File: src/hdl/pp_pkg.sv
package pp_pkg;

  // default raster size
  localparam int unsigned SCREEN_WIDTH_DEF  = 160;
  localparam int unsigned SCREEN_HEIGHT_DEF = 44;

  // pixel index width that covers the largest supported raster (512 x 256)
  localparam int unsigned IDX_W = 17;

  // command queue depth between front and back
  localparam int unsigned QUEUE_DEPTH = 4;

  // field widths
  localparam int unsigned COORD_W = 24;
  localparam int unsigned TRIG_W  = 16;
  localparam int unsigned OOZ_W   = 24;
  localparam int unsigned GLYPH_W = 8;
  localparam int unsigned ADDR_W  = 13;

  localparam logic [GLYPH_W-1:0] BLANK_GLYPH = 8'd32;
  localparam logic signed [30:0] NEAR_LIMIT  = 31'sd25;

  // input op codes
  localparam logic [1:0] OP_PLOT  = 2'd0;
  localparam logic [1:0] OP_CLEAR = 2'd1;
  localparam logic [1:0] OP_READ  = 2'd2;

  // configuration register indexes
  localparam logic [2:0] CFG_COS_YAW   = 3'd0;
  localparam logic [2:0] CFG_SIN_YAW   = 3'd1;
  localparam logic [2:0] CFG_COS_PITCH = 3'd2;
  localparam logic [2:0] CFG_SIN_PITCH = 3'd3;
  localparam logic [2:0] CFG_CAMERA_X  = 3'd4;
  localparam logic [2:0] CFG_CAMERA_Y  = 3'd5;
  localparam logic [2:0] CFG_CAMERA_Z  = 3'd6;
  localparam logic [2:0] CFG_SCALE     = 3'd7;

  // configuration reset values
  localparam logic signed [15:0] COS_YAW_RST   = 16'sd16384;
  localparam logic signed [15:0] SIN_YAW_RST   = 16'sd0;
  localparam logic signed [15:0] COS_PITCH_RST = 16'sd14378;
  localparam logic signed [15:0] SIN_PITCH_RST = -16'sd7855;
  localparam logic signed [23:0] CAMERA_X_RST  = 24'sd0;
  localparam logic signed [23:0] CAMERA_Y_RST  = 24'sd7680;
  localparam logic signed [23:0] CAMERA_Z_RST  = -24'sd17920;
  localparam logic [15:0]        SCALE_RST     = 16'd10240;

  typedef enum logic [2:0] {
    ST_DRAWN     = 3'd0,
    ST_HIDDEN    = 3'd1,
    ST_OFFSCREEN = 3'd2,
    ST_NEAR      = 3'd3,
    ST_CLEARED   = 3'd4,
    ST_READ      = 3'd5
  } status_e;

  typedef enum logic [1:0] {
    CMD_PLOT  = 2'd0,
    CMD_CLEAR = 2'd1,
    CMD_READ  = 2'd2,
    CMD_NONE  = 2'd3
  } cmd_e;

  // work item handed from front to back
  typedef struct packed {
    cmd_e                kind;
    status_e             status;
    logic [IDX_W-1:0]    idx;
    logic [OOZ_W-1:0]    ooz;
    logic [GLYPH_W-1:0]  glyph;
  } pp_cmd_t;

endpackage

File: src/hdl/pp_queue.sv
module pp_queue #(
  parameter int unsigned DEPTH = pp_pkg::QUEUE_DEPTH
) (
  input  logic            clk_i,
  input  logic            rst_ni,
  input  logic            wr_valid_i,
  output logic            wr_ready_o,
  input  pp_pkg::pp_cmd_t wr_data_i,
  output logic            rd_valid_o,
  input  logic            rd_ready_i,
  output pp_pkg::pp_cmd_t rd_data_o
);
  import pp_pkg::*;

  localparam int unsigned PTR_W = (DEPTH > 1) ? $clog2(DEPTH) : 1;
  localparam int unsigned CNT_W = $clog2(DEPTH + 1);

  pp_cmd_t          entry_q [DEPTH];
  logic [PTR_W-1:0] wr_ptr_q, rd_ptr_q;
  logic [CNT_W-1:0] cnt_q;
  logic             push, pop;

  assign wr_ready_o = cnt_q != CNT_W'(DEPTH);
  assign rd_valid_o = cnt_q != '0;
  assign push       = wr_valid_i && wr_ready_o;
  assign pop        = rd_valid_o && rd_ready_i;
  assign rd_data_o  = entry_q[rd_ptr_q];

  // storage
  always_ff @(posedge clk_i) begin
    if (push) begin
      entry_q[wr_ptr_q] <= wr_data_i;
    end
  end

  // pointers and fill count
  always_ff @(posedge clk_i or negedge rst_ni) begin
    if (!rst_ni) begin
      wr_ptr_q <= '0;
      rd_ptr_q <= '0;
      cnt_q    <= '0;
    end else begin
      if (push) begin
        wr_ptr_q <= (wr_ptr_q == PTR_W'(DEPTH - 1)) ? '0 : wr_ptr_q + PTR_W'(1);
      end
      if (pop) begin
        rd_ptr_q <= (rd_ptr_q == PTR_W'(DEPTH - 1)) ? '0 : rd_ptr_q + PTR_W'(1);
      end
      if (push && !pop) begin
        cnt_q <= cnt_q + CNT_W'(1);
      end else if (pop && !push) begin
        cnt_q <= cnt_q - CNT_W'(1);
      end
    end
  end

  a_cnt_bound: assert property (@(posedge clk_i) disable iff (!rst_ni)
    cnt_q <= CNT_W'(DEPTH))
    else $error("queue overfilled");

  a_cnt_push: assert property (@(posedge clk_i) disable iff (!rst_ni)
    (push && !pop) |=> (cnt_q == $past(cnt_q) + CNT_W'(1)))
    else $error("queue count lost a transfer");

  a_ptr_match: assert property (@(posedge clk_i) disable iff (!rst_ni)
    (cnt_q == '0) |-> (wr_ptr_q == rd_ptr_q))
    else $error("empty queue with split pointers");

endmodule

File: config.mk
export PLATFORM = sky130hd
export DESIGN_NAME = pp_queue
export DESIGN_NICKNAME = d
export VERILOG_FILES = /design/src/hdl/pp_pkg.sv /design/src/hdl/pp_queue.sv
export SDC_FILE = /design/constraint.sdc
export NUM_CORES = 1
export LEC_CHECK = 0
export CORE_UTILIZATION = 50
export CTS_CLUSTER_SIZE = 25
export DETAILED_ROUTE_END_ITERATION = 10
export DONT_BUFFER_PORTS = 1
export PLACE_DENSITY = 0.65
export SETUP_SLACK_MARGIN = 0.15
export SLEW_MARGIN = 20
export SYNTH_ARGS = -nofsm -noshare
export SYNTH_HDL_FRONTEND = slang
export SYNTH_SLANG_ARGS = --single-unit
File: constraint.sdc
create_clock -name clk_i -period 2.4 [get_ports clk_i]
set_clock_uncertainty 0.15 [all_clocks]
set_input_delay 0.24 -clock clk_i [delete_from_list [all_inputs] [get_ports clk_i]]
set_output_delay 0.24 -clock clk_i [all_outputs]
set_load 0.005 [all_outputs]
==> qor.txt <==
CP max-delay cell: mux4_2
Multi-input gate area: 1500 µm²
outcome: finished clean
Pre-antenna DRT Iters: 4
Area contributors post-synth: edfxtp_1 79%, mux4_2 15%, dfrtp_1 2.1%, ha_1 0.91%, buf_4 0.46%
cell taking the most area after synthesis: edfxtp_1
final core occ: 63.5%
unrepaired setup endpoints after global routing: true
post-layout min period: 2.21 ns
clock net sink count: 223
maximum buffer depth of the clock tree: 3
peak supply drop: 0.916 mV
Mapped Area: 8220 µm²
post-synthesis sequential area ratio: 81.1%
FF-to-FF setup slack: 0.19 ns
Synth Area per Inst: 25.8 µm²
Top delay family on crit path: multiplexers
row cnt: 46
Net count, final: 480
DR vias/cell: 5.48
final cell count without fillers: 646
WP data required: 2.01 ns
Die Height: 130 µm
crit path DAT: 1.82 ns
H-tree Lvls: 1
GPL Wtd Cong: 0.688
DR WL/cell: 22.1 µm
first-pass GRT wire length: 21,400 µm
synth unique cells: 19
fmax: 0.452 GHz
CP Capture Type: primary output
CP Max Fanout: 10
CTS tree: done
Fillers: 1,079
net count after synthesis: 383
antenna viol nets, final: 0
Initial Utilization: 51.5%
antenna violations before repair: 0
Die Wd: 130 µm
Crit Path Class: flip-flop to primary output
Post-route DRC: 0
crit share post-route: 92.2%
Core Box Area: 15,900 µm²
WL final: 14,300 µm
Startpoint Class: flip-flop
PortBufs: 0
P&R area growth vs syn: 23.2%
routed via count: 3,538
max incr delay on CP: 0.53 ns
Syn Inst Count: 318
ANT cells: 0
Setup Viol. Count Final: 0
Clock Root Buffer: clkbuf_16
Hold Crit Class: input port to flip-flop
Detailed Route Iter0 Violations: 210
I/O pins: 114
post-synth top area share: 79.0%
number of max-cap violations: 0
Clock Latency Late Sink: 0.49 ns
Detail Placement HPWL: 7620 µm
worst relative slew slack: 69.7%
die area: 16,900 µm²
endpoints failing hold: 0
Sequential Area: 6670 µm²
crit-path cells: buf_12 -> clkbuf_16 -> mux4_2
Power Dens Cells: 1200 nW/µm²
setup TNS: 0 ns
share of cells above drive strength 1: 29.3%
DP Cell Count: 533
Total GRT Usage: 17.1%
largest net degree at the start of global routing: 55
Slew Viols, Final: 0
number of global-route vias before repair: 3,777
gr ovfl total: 0
synth warn: 0
Synth Register Bits: 223
Least-Margin Pin Slew: 0.454 ns
CTS buffer count: 23
leakage power: 3.33 nW
number of buffers and inverters on the critical path: 2
clk slew on worst S/H paths: 0.06 ns
## flip-flops by register name, summed over array words and instances (netlist names)
name / cells
wr_ptr_q: 2
cnt_q: 3
entry_q: 216
rd_ptr_q: 2
## power by group
part | leakage (nW) | switching [mW] | internal, mW
clock network | 0.357 | 1.33 | 2.12
registers | 2.06 | 0.247 | 5.16
logic | 0.918 | 1.61 | 1.70
total | 3.33 | 3.19 | 8.98
## cell usage in the layout (no fill, tap or decap)
| cell | instances |
|---|---|
| clkbuf_8 | 1 |
| buf_12 | 7 |
| nand2_2 | 1 |
| buf_4 | 14 |
| xor2_1 | 2 |
| or3b_4 | 1 |
| or3_4 | 1 |
| buf_16 | 1 |
| buf_6 | 1 |
| inv_2 | 1 |
| mux2_2 | 2 |
| clkbuf_16 | 26 |
| dlygate4sd3_1 | 58 |
| nor2_1 | 3 |
| and2_4 | 1 |
| clkinv_1 | 3 |
| inv_1 | 2 |
| ha_1 | 5 |
| fa_1 | 1 |
| mux4_2 | 54 |
| and3_2 | 4 |
| ha_4 | 1 |
| clkinv_2 | 1 |
| dfrtp_4 | 2 |
| inv_8 | 1 |
| bufinv_16 | 3 |
| dfrtp_1 | 5 |
| xnor2_1 | 1 |
| edfxtp_1 | 216 |
| clkbuf_1 | 8 |
| mux2_4 | 3 |
## layout make-up
class | instances | area share (%)
repair buffers | 84 | 9.28
inverters | 3 | 0.111
flip-flops and latches | 223 | 65.9
well taps | 216 | 2.67
clock inverters | 8 | 1.16
clock buffers | 32 | 6.12
multi-input cells | 80 | 14.8
## routing by layer
metal	vias up	global-route usage, %	share of wire (%)
met5	-	0	0
met4	0	4.72	1.9
li1	1552	-	-
met2	97	28.1	50
met1	1867	22.7	41
met3	22	4.63	6.5
## synthesized netlist by cell type
| cell | n |
|---|---|
| inv_1 | 3 |
| mux4_2 | 54 |
| nand2_1 | 1 |
| xnor2_1 | 1 |
| fa_1 | 1 |
| mux2_2 | 3 |
| buf_4 | 5 |
| nor2_1 | 3 |
| buf_2 | 4 |
| xor2_1 | 2 |
| buf_1 | 3 |
| mux2_4 | 2 |
| or3_2 | 1 |
| and2_4 | 1 |
| dfrtp_1 | 7 |
| ha_1 | 6 |
| or3b_4 | 1 |
| and3_2 | 4 |
| edfxtp_1 | 216 |
## logic make-up after synthesis
family        share of synthesized area [%]
fa+ha+maj                              1.16
xor+xnor                              0.320
mux                                    15.6
buf+inv                               0.975
flops                                  81.1
simple gates                          0.883
## through the flow
| stage | hold WS [ns] | setup WS [ns] | power [mW] | cell area (µm²) |
|---|---|---|---|---|
| final | 0.202 | 0.187 | 12.2 | 10100 |
| after global routing | 0.206 | 0.133 | 12.8 | 10100 |
| after CTS | 0.196 | 0.133 | 12.1 | 9980 |
| after detailed placement | -0.205 | 0.0686 | 8.37 | 8580 |
| after global placement | -0.205 | 0.129 | 8.27 | 8580 |
| after floorplan | -0.206 | 0.163 | 7.50 | 8220 |
## timing repair
item	CTS	global route
hold buffers	58	0
hold endpoints to repair	226	0
setup endpoints to repair	47	34
gates resized for setup	7	1
gates cloned	0	4
pin swaps	3	4
setup buffers	6	5
## worst paths after layout
| check | to | depth (start not counted) | startpoint |
|---|---|---|---|
| max in group asynchronous | rd_ptr_q[1] | 2 | rst_ni |
| hold reg to reg | cnt_q[2] | 1 | cnt_q[2] |
| setup reg to reg | cnt_q[1] | 6 | cnt_q[0] |
| min in group asynchronous | cnt_q[0] | 2 | rst_ni |
| hold / removal | entry_q[2][46] | 2 | wr_valid_i |
| setup / recovery | rd_data_o[18] | 3 | rd_ptr_q[0] |
Power figures use the tool's default switching activity.
